**src/sv/dq_pkg.sv**
```systemverilog
// Shared types, constants and ring index helpers for the double-ended queue.
package dq_pkg;

  // Queue geometry.
  localparam int DEPTH   = 64;
  localparam int IDX_W   = $clog2(DEPTH);
  localparam int CNT_W   = $clog2(DEPTH + 1);
  localparam int VALUE_W = 32;
  localparam int TOTAL_W = 7;
  localparam int CMD_W   = 3;
  localparam int KIND_W  = 2;

  // Stream payload widths, padded to whole bytes.
  localparam int S_DATA_W = ((CMD_W + VALUE_W + 7) / 8) * 8;
  localparam int M_DATA_W = ((VALUE_W + TOTAL_W + 7) / 8) * 8;

  typedef logic [IDX_W-1:0]   idx_t;
  typedef logic [CNT_W-1:0]   cnt_t;
  typedef logic [VALUE_W-1:0] value_t;

  // Command codes carried in the low bits of the input transfer.
  typedef enum logic [CMD_W-1:0] {
    CMD_PUSH_FRONT = 3'd0,
    CMD_PUSH_BACK  = 3'd1,
    CMD_POP_FRONT  = 3'd2,
    CMD_POP_BACK   = 3'd3,
    CMD_DUMP       = 3'd4,
    CMD_COUNT      = 3'd5
  } dq_cmd_e;

  // Result kinds carried in tuser of the output transfer.
  typedef enum logic [KIND_W-1:0] {
    KIND_ENTRY  = 2'd0,
    KIND_COUNT  = 2'd1,
    KIND_REJECT = 2'd2
  } dq_kind_e;

  // Sequencer states.
  typedef enum logic [1:0] {
    ST_IDLE,
    ST_DUMP_READ,
    ST_DUMP_SEND,
    ST_RESULT
  } dq_state_e;

  // Request from the sequencer to the storage ring.
  typedef struct packed {
    logic   wr_en;
    idx_t   wr_addr;
    value_t wr_data;
    idx_t   rd_addr;
  } dq_mem_req_t;

  // Step one slot forward around the ring.
  function automatic idx_t ring_next(idx_t i);
    idx_t r;
    if (i == idx_t'(DEPTH - 1)) begin
      r = '0;
    end else begin
      r = i + idx_t'(1);
    end
    return r;
  endfunction

  // Step one slot backward around the ring.
  function automatic idx_t ring_prev(idx_t i);
    idx_t r;
    if (i == '0) begin
      r = idx_t'(DEPTH - 1);
    end else begin
      r = i - idx_t'(1);
    end
    return r;
  endfunction

endpackage

```
**src/sv/dq_ring.sv**
```systemverilog
// Entry storage of the queue: one write port and one registered read port.
module dq_ring (
  input  logic                clk,
  input  dq_pkg::dq_mem_req_t req,
  output dq_pkg::value_t      rd_data
);
  import dq_pkg::*;

  value_t mem [DEPTH];

  // Write the pushed value and read the requested slot every cycle.
  always_ff @(posedge clk) begin
    if (req.wr_en) begin
      mem[req.wr_addr] <= req.wr_data;
    end
    rd_data <= mem[req.rd_addr];
  end

endmodule

```
**src/sv/dq_ctrl.sv**
```systemverilog
// Command sequencer: ring indices, occupancy, dump walk and result register.
module dq_ctrl (
  input  logic                         clk,
  input  logic                         rst,
  input  logic                         s_tvalid,
  output logic                         s_tready,
  input  logic [dq_pkg::S_DATA_W-1:0]  s_tdata,
  output logic                         m_tvalid,
  input  logic                         m_tready,
  output logic [dq_pkg::M_DATA_W-1:0]  m_tdata,
  output logic [dq_pkg::KIND_W-1:0]    m_tuser,
  output logic                         m_tlast,
  output dq_pkg::dq_mem_req_t          mem_req,
  input  dq_pkg::value_t               rd_data
);
  import dq_pkg::*;

  dq_state_e state, state_next;
  idx_t      front_index, front_index_next;
  idx_t      back_index, back_index_next;
  cnt_t      occupancy, occupancy_next;
  idx_t      dump_slot, dump_slot_next;
  cnt_t      dump_cnt, dump_cnt_next;

  // Result register.
  dq_kind_e  out_kind, out_kind_next;
  value_t    out_value, out_value_next;
  cnt_t      out_total, out_total_next;
  logic      out_last, out_last_next;

  logic      in_xfer;
  logic      out_xfer;
  dq_cmd_e   cmd;
  value_t    in_value;
  logic      full;
  logic      empty;
  idx_t      base_front;
  idx_t      base_back;

  assign in_xfer    = s_tvalid && s_tready;
  assign out_xfer   = m_tvalid && m_tready;
  assign cmd        = dq_cmd_e'(s_tdata[CMD_W-1:0]);
  assign in_value   = s_tdata[CMD_W+VALUE_W-1:CMD_W];
  assign full       = (occupancy == cnt_t'(DEPTH));
  assign empty      = (occupancy == '0);
  // An empty queue restarts both indices at slot zero.
  assign base_front = empty ? '0 : front_index;
  assign base_back  = empty ? '0 : back_index;

  // Next state and next register values.
  always_comb begin
    state_next       = state;
    front_index_next = front_index;
    back_index_next  = back_index;
    occupancy_next   = occupancy;
    dump_slot_next   = dump_slot;
    dump_cnt_next    = dump_cnt;
    out_kind_next    = out_kind;
    out_value_next   = out_value;
    out_total_next   = out_total;
    out_last_next    = out_last;
    case (state)
      ST_IDLE: begin
        if (in_xfer) begin
          case (cmd)
            CMD_PUSH_FRONT, CMD_PUSH_BACK: begin
              if (full) begin
                out_kind_next  = KIND_REJECT;
                out_value_next = '0;
                out_total_next = occupancy;
                out_last_next  = 1'b1;
                state_next     = ST_RESULT;
              end else begin
                if (cmd == CMD_PUSH_FRONT) begin
                  front_index_next = ring_prev(base_front);
                  back_index_next  = base_back;
                end else begin
                  front_index_next = base_front;
                  back_index_next  = ring_next(base_back);
                end
                occupancy_next = occupancy + cnt_t'(1);
              end
            end
            CMD_POP_FRONT: begin
              if (!empty) begin
                front_index_next = ring_next(front_index);
                occupancy_next   = occupancy - cnt_t'(1);
              end
            end
            CMD_POP_BACK: begin
              if (!empty) begin
                back_index_next = ring_prev(back_index);
                occupancy_next  = occupancy - cnt_t'(1);
              end
            end
            CMD_DUMP: begin
              if (!empty) begin
                dump_slot_next = front_index;
                dump_cnt_next  = '0;
                state_next     = ST_DUMP_READ;
              end
            end
            CMD_COUNT: begin
              out_kind_next  = KIND_COUNT;
              out_value_next = '0;
              out_total_next = occupancy;
              out_last_next  = 1'b1;
              state_next     = ST_RESULT;
            end
            default: begin
            end
          endcase
        end
      end
      ST_DUMP_READ: begin
        // Read data for dump_slot has arrived from the ring.
        out_kind_next  = KIND_ENTRY;
        out_value_next = rd_data;
        out_total_next = occupancy;
        out_last_next  = (dump_cnt + cnt_t'(1)) == occupancy;
        state_next     = ST_DUMP_SEND;
      end
      ST_DUMP_SEND: begin
        if (out_xfer) begin
          if (out_last) begin
            state_next = ST_IDLE;
          end else begin
            dump_slot_next = ring_next(dump_slot);
            dump_cnt_next  = dump_cnt + cnt_t'(1);
            state_next     = ST_DUMP_READ;
          end
        end
      end
      ST_RESULT: begin
        if (out_xfer) begin
          state_next = ST_IDLE;
        end
      end
      default: begin
        state_next = ST_IDLE;
      end
    endcase
  end

  // Handshake, ring request and output payload.
  always_comb begin
    s_tready        = (state == ST_IDLE);
    m_tvalid        = (state == ST_DUMP_SEND) || (state == ST_RESULT);
    m_tuser         = out_kind;
    m_tlast         = out_last;
    m_tdata         = '0;
    m_tdata[VALUE_W-1:0]                 = out_value;
    m_tdata[VALUE_W+TOTAL_W-1:VALUE_W]   = TOTAL_W'(out_total);
    mem_req.wr_en   = in_xfer && !full &&
                      ((cmd == CMD_PUSH_FRONT) || (cmd == CMD_PUSH_BACK));
    mem_req.wr_addr = (cmd == CMD_PUSH_FRONT) ? ring_prev(base_front) : base_back;
    mem_req.wr_data = in_value;
    // The read issued here is consumed in the following dump read state.
    mem_req.rd_addr = (state == ST_IDLE) ? front_index : ring_next(dump_slot);
  end

  // Control registers.
  always_ff @(posedge clk) begin
    if (rst) begin
      state       <= ST_IDLE;
      front_index <= '0;
      back_index  <= '0;
      occupancy   <= '0;
    end else begin
      state       <= state_next;
      front_index <= front_index_next;
      back_index  <= back_index_next;
      occupancy   <= occupancy_next;
    end
  end

  // Walk and result registers.
  always_ff @(posedge clk) begin
    dump_slot <= dump_slot_next;
    dump_cnt  <= dump_cnt_next;
    out_kind  <= out_kind_next;
    out_value <= out_value_next;
    out_total <= out_total_next;
    out_last  <= out_last_next;
  end

  // The queue never holds more than its depth.
  a_occ_bound: assert property (@(posedge clk) disable iff (rst)
    occupancy <= cnt_t'(DEPTH))
    else $error("occupancy exceeds depth");

  // A result on the output side blocks new commands.
  a_one_at_a_time: assert property (@(posedge clk) disable iff (rst)
    m_tvalid |-> !s_tready)
    else $error("input ready while a result is pending");

  // The final result of a command returns the sequencer to idle.
  a_last_ends: assert property (@(posedge clk) disable iff (rst)
    (m_tvalid && m_tready && m_tlast) |=> (state == ST_IDLE))
    else $error("sequencer did not return to idle after the final result");

  // An accepted push into a non-full queue grows it by one.
  a_push_grows: assert property (@(posedge clk) disable iff (rst)
    (in_xfer && !full && ((cmd == CMD_PUSH_FRONT) || (cmd == CMD_PUSH_BACK)))
    |=> (occupancy == $past(occupancy) + cnt_t'(1)))
    else $error("push did not grow the queue");

  // The dump walk never passes the held entries.
  a_dump_bound: assert property (@(posedge clk) disable iff (rst)
    ((state == ST_DUMP_READ) || (state == ST_DUMP_SEND)) |-> (dump_cnt < occupancy))
    else $error("dump walked past the held entries");

endmodule

```
**src/sv/double_ended_queue.sv**
```systemverilog
// Top level of the bounded double-ended queue of signed 32-bit values.
//
//  Channel  Direction  Handshake          Payload
//  s_*      in         s_tvalid/s_tready  tdata: cmd[2:0], value[34:3]
//  m_*      out        m_tvalid/m_tready  tdata: entry_value[31:0],
//                                         entry_total[38:32]; tuser: kind; tlast
//
// Push, pop and count commands are taken in the idle state of the sequencer;
// count and a rejected push then hold one result until it is taken.
// Dump walks the held entries in order: the dump read state takes the
// registered ring read, the dump send state presents the entry until taken.
// No new command is taken while a result is pending or a dump is walking.
// Synchronous reset empties the queue; stored values are not cleared.
module double_ended_queue (
  input  logic                         clk,
  input  logic                         rst,
  input  logic                         s_tvalid,
  output logic                         s_tready,
  input  logic [dq_pkg::S_DATA_W-1:0]  s_tdata,   // cmd, value
  output logic                         m_tvalid,
  input  logic                         m_tready,
  output logic [dq_pkg::M_DATA_W-1:0]  m_tdata,   // entry_value, entry_total
  output logic [dq_pkg::KIND_W-1:0]    m_tuser,   // kind
  output logic                         m_tlast
);
  import dq_pkg::*;

  dq_mem_req_t mem_req;
  value_t      rd_data;

  // Command sequencer.
  dq_ctrl u_ctrl (
    .clk      (clk),
    .rst      (rst),
    .s_tvalid (s_tvalid),
    .s_tready (s_tready),
    .s_tdata  (s_tdata),
    .m_tvalid (m_tvalid),
    .m_tready (m_tready),
    .m_tdata  (m_tdata),
    .m_tuser  (m_tuser),
    .m_tlast  (m_tlast),
    .mem_req  (mem_req),
    .rd_data  (rd_data)
  );

  // Entry storage.
  dq_ring u_ring (
    .clk     (clk),
    .req     (mem_req),
    .rd_data (rd_data)
  );

endmodule

```
**config.mk**
```make
export PLATFORM = sky130hd
export DESIGN_NAME = double_ended_queue
export DESIGN_NICKNAME = d
export VERILOG_FILES = /design/src/sv/dq_pkg.sv /design/src/sv/dq_ring.sv /design/src/sv/dq_ctrl.sv /design/src/sv/double_ended_queue.sv
export SDC_FILE = /design/constraint.sdc
export NUM_CORES = 2
export LEC_CHECK = 0
export BUFFER_PORTS_ARGS = -buffer_cell sky130_fd_sc_hd__buf_2
export CAP_MARGIN = 25
export CORE_MARGIN = 4
export CORE_UTILIZATION = 40
export CTS_BUF_LIST = sky130_fd_sc_hd__clkbuf_4 sky130_fd_sc_hd__clkbuf_8 sky130_fd_sc_hd__clkbuf_16
export CTS_CLUSTER_DIAMETER = 40
export CTS_CLUSTER_SIZE = 20
export DETAILED_ROUTE_END_ITERATION = 16
export GPL_ROUTABILITY_DRIVEN = 0
export MAX_ROUTING_LAYER = met4
export PLACE_DENSITY = 0.66
export SKIP_LAST_GASP = 1
export SYNTH_ARGS = -nofsm -noshare
export SYNTH_HDL_FRONTEND = slang
export SYNTH_SLANG_ARGS = --single-unit
```
**constraint.sdc**
```tcl
create_clock -name clk -period 6.4 [get_ports clk]
set_input_delay 0.64 -clock clk [delete_from_list [all_inputs] [get_ports clk]]
set_output_delay 0.64 -clock clk [all_outputs]
set_load 0.05 [all_outputs]
```
==> results <==
- The worst register-to-register path has a depth of 12.
- Counting every instance in the synthesized netlist gives 4102.
- Setup violations remaining at the end of the flow were counted as 0.
- For this run, the post-layout net count is 4430.
- The shortest clock period the worst path allows after layout is 5290 ps.
- The deepest level of the CTS H-tree is 4.
- The iteration-0 DRC count of the detailed router is 5165.
- The final hold violation count is 0.
- After legalization and detailed placement, the total HPWL measured 118000 um.
- After detailed routing, the average wire length per cell comes to 27.6 um.
- STA puts the critical path data arrival time at 5850 ps.
- The cell depth of the worst min-delay path is 1.
- During I/O placement, the number of pins put on the boundary was 89.
- The via count of the first global-routing pass is 41200.
- The analysis attributes to net switching a power of 12.7 mW.
- The top-area cell type share of the netlist area is 75.9%.
- Yosys printed 0 warnings.
- The synthesized netlist contains 71 unique library cells.
- The count of unresolved DRC violations after routing is 0.
- Row generation in the floorplan step produced 167 rows.
- Of all flip-flops after synthesis, the portion carrying an async set or reset was 0%.
- After detailed routing, the number of vias per cell comes to 5.76.
- In the synthesized netlist the dominant register cell turns out to be sky130_fd_sc_hd__edfxtp_1.
- The floorplan die area is 0.215 mm^2.
- The sort of element at the start of the critical path is a flop.
- The flow ran to the end, and the final reports show no timing, DRC or antenna violations.
- The register share of total power is 39.5%.
- The end of the worst hold path is u_ring.mem[4][0].
- The power density over the cells is 418 mW/mm^2.
- In this run the critical register-to-register path is launched from u_ctrl.occupancy[0].
- Measured along the y axis, the die boundary spans 464 um.
- The standard cell core area is 0.207 mm^2.
- Synthesis inferred 2156 register bits.
- The type of the most critical hold path is in2reg.
- The cell type contributing the most total cell area after synthesis is sky130_fd_sc_hd__edfxtp_1.
- In the post-synthesis netlist, the biggest area contributors are sky130_fd_sc_hd__edfxtp_1 76%, sky130_fd_sc_hd__mux4_2 13%, sky130_fd_sc_hd__nand2_1 1.9%.
- The post-route non-filler standard cell count is 7287.
- After clock tree synthesis, the clock-pin slew on the worst setup and hold paths is 70 ps.
- The total overflow left after global routing is 0.
- Based on the critical path, the design can be clocked at up to 0.189 GHz.
- The worst reg-to-reg setup slack is 1110 ps.
- Measured against its own limit, the worst slew margin works out to 19.4%.
- The number of placed instances, taps included, is 6840.
- The width of the chip is 464 um.
- The cell sitting at the root of the clock tree is a sky130_fd_sc_hd__clkbuf_16.
- The mean cell area of the mapped netlist is 20.3 um^2.
- The sum of negative setup slack is 0 ps.
- The area growth from synthesis to layout is 16.0%.
- Setup repair after global routing left no endpoint under its margin.
- Summed over all layers, the routed wires come to 201000 um.
- The clock network latency to the later pin of the worst-skew pair is 870 ps.
- The critical path is of the reg2reg type.
- The met2 routed wirelength is 94700 um.
- The total CTS buffers is 220.
- The placement-stage cell area is 0.0882 mm^2.
- In this run, the clock network consumes 33.9% of the power.
- The routed length on met3 is 17200 um.
- The final instance area is 0.0965 mm^2.
- The global-route wire length before repair is 293000 um.
- The highest metal layer used by the detailed router is met4.
- The netlist area before placement is 0.0832 mm^2.
- The sequential share of the synthesized area is 77.2%.
- The kind of end point of the critical path is a flop.
- For this block, wires on met1 add up to 84300 um.
- The largest driver fanout on the critical path is 27.
- The post-route clock skew is 54.6 ps.
- The number of gates resized after CTS was 0.
- For this design, the sink count on the clock tree is 2156.
- The final cycle utilization of the critical path is 82.6%.
- The critical register-to-register path endpoint is u_ring.mem[40][1].
- The number of max-cap violations is 0.
- The maximum number of pins on one net before global-route repair is 97.
- The vias after detailed routing is 42000.
- The number of detailed-route iterations in the first pass is 6.
- The net count of the mapped netlist is 4160.
- The worst hold path begins at s_tdata[3].
- Yosys mapped a number of flops with a built-in enable equal to 2103.
- The internal portion of the total power is 27.6 mW.
- The count of hold-fix buffers inserted at cts is 0.
- The global-route total usage across every layer is 19.0%.
- The share of total power dissipated in combinational logic is 26.7%.
- The final core utilization is 46.7%.
- The initial antenna violation count is 21.
- The layout has 16800 filler cells.
- The final number of max-transition violations came to 0.
- For this design the static power due to leakage is 30.9 nW.
- In this run the tool buffered the top-level ports with 82 buffer cells.
- At the pin with the least slew margin, the transition time is 1210 ps.
- The setup fix buffers added after clock tree synthesis is 0.
- The number of buffers on the longest clock path is 3.
- The post-route netlist has 27.3% of its cells at a drive strength greater than 1.
- The number of nets still failing antenna checks after routing is 0.
- The required time of the critical path is 6960 ps.
- The net switching share of the total power is 31.6%.
- TritonCTS built the clock tree.
- The worst-case vdd ir drop is 364 uV.
- The initial cell density of the core is 40.2%.
-- per-layer routing --
metal  vias to the layer above  global-route usage (%)
li1                      17500                       -
met1                     22300                    27.0
met2                      1930                    28.3
met3                       338                    3.44
met4                         0                    5.45
met5                         -                       -
-- sequential cells by signal, summed over array words and instances, names as in the netlist, 6 cells and up --
register,count
u_ring.mem,2048
u_ctrl.dump_cnt,7
u_ctrl.back_index,6
u_ring.rd_data,32
u_ctrl.front_index,6
u_ctrl.out_value,32
u_ctrl.out_total,7
u_ctrl.occupancy,7
u_ctrl.dump_slot,6
-- how the worst max path moves through the flow --
stage / from / end / slack [ps] / cells after the start
floorplan: u_ctrl.occupancy[0] / u_ring.mem[14][0] / 1480 / 13
global placement: u_ctrl.occupancy[0] / u_ring.mem[40][6] / 1290 / 12
detailed placement: u_ctrl.occupancy[0] / u_ring.mem[40][6] / 1160 / 12
CTS: u_ctrl.occupancy[0] / u_ring.mem[40][2] / 1130 / 12
global route: u_ctrl.occupancy[0] / u_ring.mem[40][1] / 790 / 12
finish: u_ctrl.occupancy[0] / u_ring.mem[40][1] / 1110 / 12
-- cell usage in the layout, fill, tap and decap left out, drive strengths merged, types with 8 or more instances in the layout --
cell type and count:
buf 274, diode 12, clkinv 72, a32o 28, inv 88, mux2i 141, nor2 132, a31oi 26
nand2 411, ha 13, clkinvlp 20, mux4 467, o21ai 27, o22ai 8, a32oi 40, a221oi 28
nor3 24, nand4 22, clkbuf 231, and2 35, nor2b 8, a21oi 55, xnor2 13, edfxtp 2103
and4 29, bufinv 17, a21o 11, nand3 105, or3 8, xor2 10, dfxtp 53
-- per-stage QoR --
step	hold WS, ps	power, mW	worst slack, ps
floorplan	482	23.4	1480
global placement	497	26.9	1290
detailed placement	491	27.0	1160
CTS	132	40.6	1130
global route	78.5	41.9	792
finish	129	40.3	1110
-- critical path, cell delays in order (launching register included) --
cell	delay, ps
sky130_fd_sc_hd__dfxtp_1	380
sky130_fd_sc_hd__or4_4	580
sky130_fd_sc_hd__or4_1	690
sky130_fd_sc_hd__nand2_1	260
sky130_fd_sc_hd__ha_1	340
sky130_fd_sc_hd__nand3_1	110
sky130_fd_sc_hd__o21ai_0	130
sky130_fd_sc_hd__a21o_1	180
sky130_fd_sc_hd__a21oi_1	110
sky130_fd_sc_hd__a31oi_1	370
sky130_fd_sc_hd__nand2_1	590
sky130_fd_sc_hd__nor2_4	910
sky130_fd_sc_hd__buf_4	300
-- area by class of cell --
type,count,area (um^2),share of cell area [%]
Sequential cell,2156,64200,66.5
Multi-Input combinational cell,1713,18500,19.2
Clock buffer,231,5600,5.80
Tap cell,2704,3380,3.51
Clock inverter,190,2380,2.47
Timing Repair Buffer,274,2370,2.46
Antenna cell,12,30.0,0.0311
Inverter,7,26.3,0.0272
-- power by group through the flow --
| stage | combinational (mW) | clock (mW) | sequential (mW) |
|---|---|---|---|
| 2_1_floorplan | 6.97 | 0 | 16.4 |
| 3_3_place_gp | 10.7 | 0 | 16.2 |
| 3_5_place_dp | 10.8 | 0 | 16.2 |
| 4_1_cts | 10.8 | 13.9 | 15.9 |
| 5_1_grt | 11.5 | 14.5 | 15.9 |
| 6_report | 10.8 | 13.7 | 15.9 |
-- synthesized netlist by cell type (4+ instances only) --
cell	instances
sky130_fd_sc_hd__nor2b_1	8
sky130_fd_sc_hd__a32oi_1	40
sky130_fd_sc_hd__a211oi_1	6
sky130_fd_sc_hd__and2_1	35
sky130_fd_sc_hd__a31oi_1	26
sky130_fd_sc_hd__xor2_1	9
sky130_fd_sc_hd__nor3_1	22
sky130_fd_sc_hd__a22oi_1	5
sky130_fd_sc_hd__a311oi_1	4
sky130_fd_sc_hd__buf_2	54
sky130_fd_sc_hd__mux2i_1	141
sky130_fd_sc_hd__a32o_1	28
sky130_fd_sc_hd__dfxtp_1	53
sky130_fd_sc_hd__mux4_2	467
sky130_fd_sc_hd__buf_4	32
sky130_fd_sc_hd__nand2_1	410
sky130_fd_sc_hd__xnor2_1	13
sky130_fd_sc_hd__nand2b_1	6
sky130_fd_sc_hd__nor2_1	131
sky130_fd_sc_hd__edfxtp_1	2103
sky130_fd_sc_hd__o21ai_0	26
sky130_fd_sc_hd__o22ai_1	8
sky130_fd_sc_hd__buf_1	44
sky130_fd_sc_hd__and4_1	29
sky130_fd_sc_hd__clkbuf_1	96
sky130_fd_sc_hd__a21oi_1	55
sky130_fd_sc_hd__and3_1	4
sky130_fd_sc_hd__ha_1	13
sky130_fd_sc_hd__inv_1	7
sky130_fd_sc_hd__nand3_1	105
sky130_fd_sc_hd__a21o_1	11
sky130_fd_sc_hd__a221oi_1	28
sky130_fd_sc_hd__or3_1	8
sky130_fd_sc_hd__nand4_1	22
-- cell families (layout without fill, tap and decap cells) --
family | after synthesis | after routing | synth area share [%]
other | 1 | 13 | 0.00451
AND/OR/NAND/NOR | 798 | 798 | 4.31
adder cells (fa/ha/maj) | 14 | 14 | 0.220
buffers and inverters | 233 | 702 | 1.28
flip-flops | 2156 | 2156 | 77.2
multiplexers | 612 | 612 | 14.4
AO/OA/AOI/OAI | 265 | 265 | 2.33
XOR/XNOR | 23 | 23 | 0.251
Note: power is estimated with default switching activity, not from simulation.
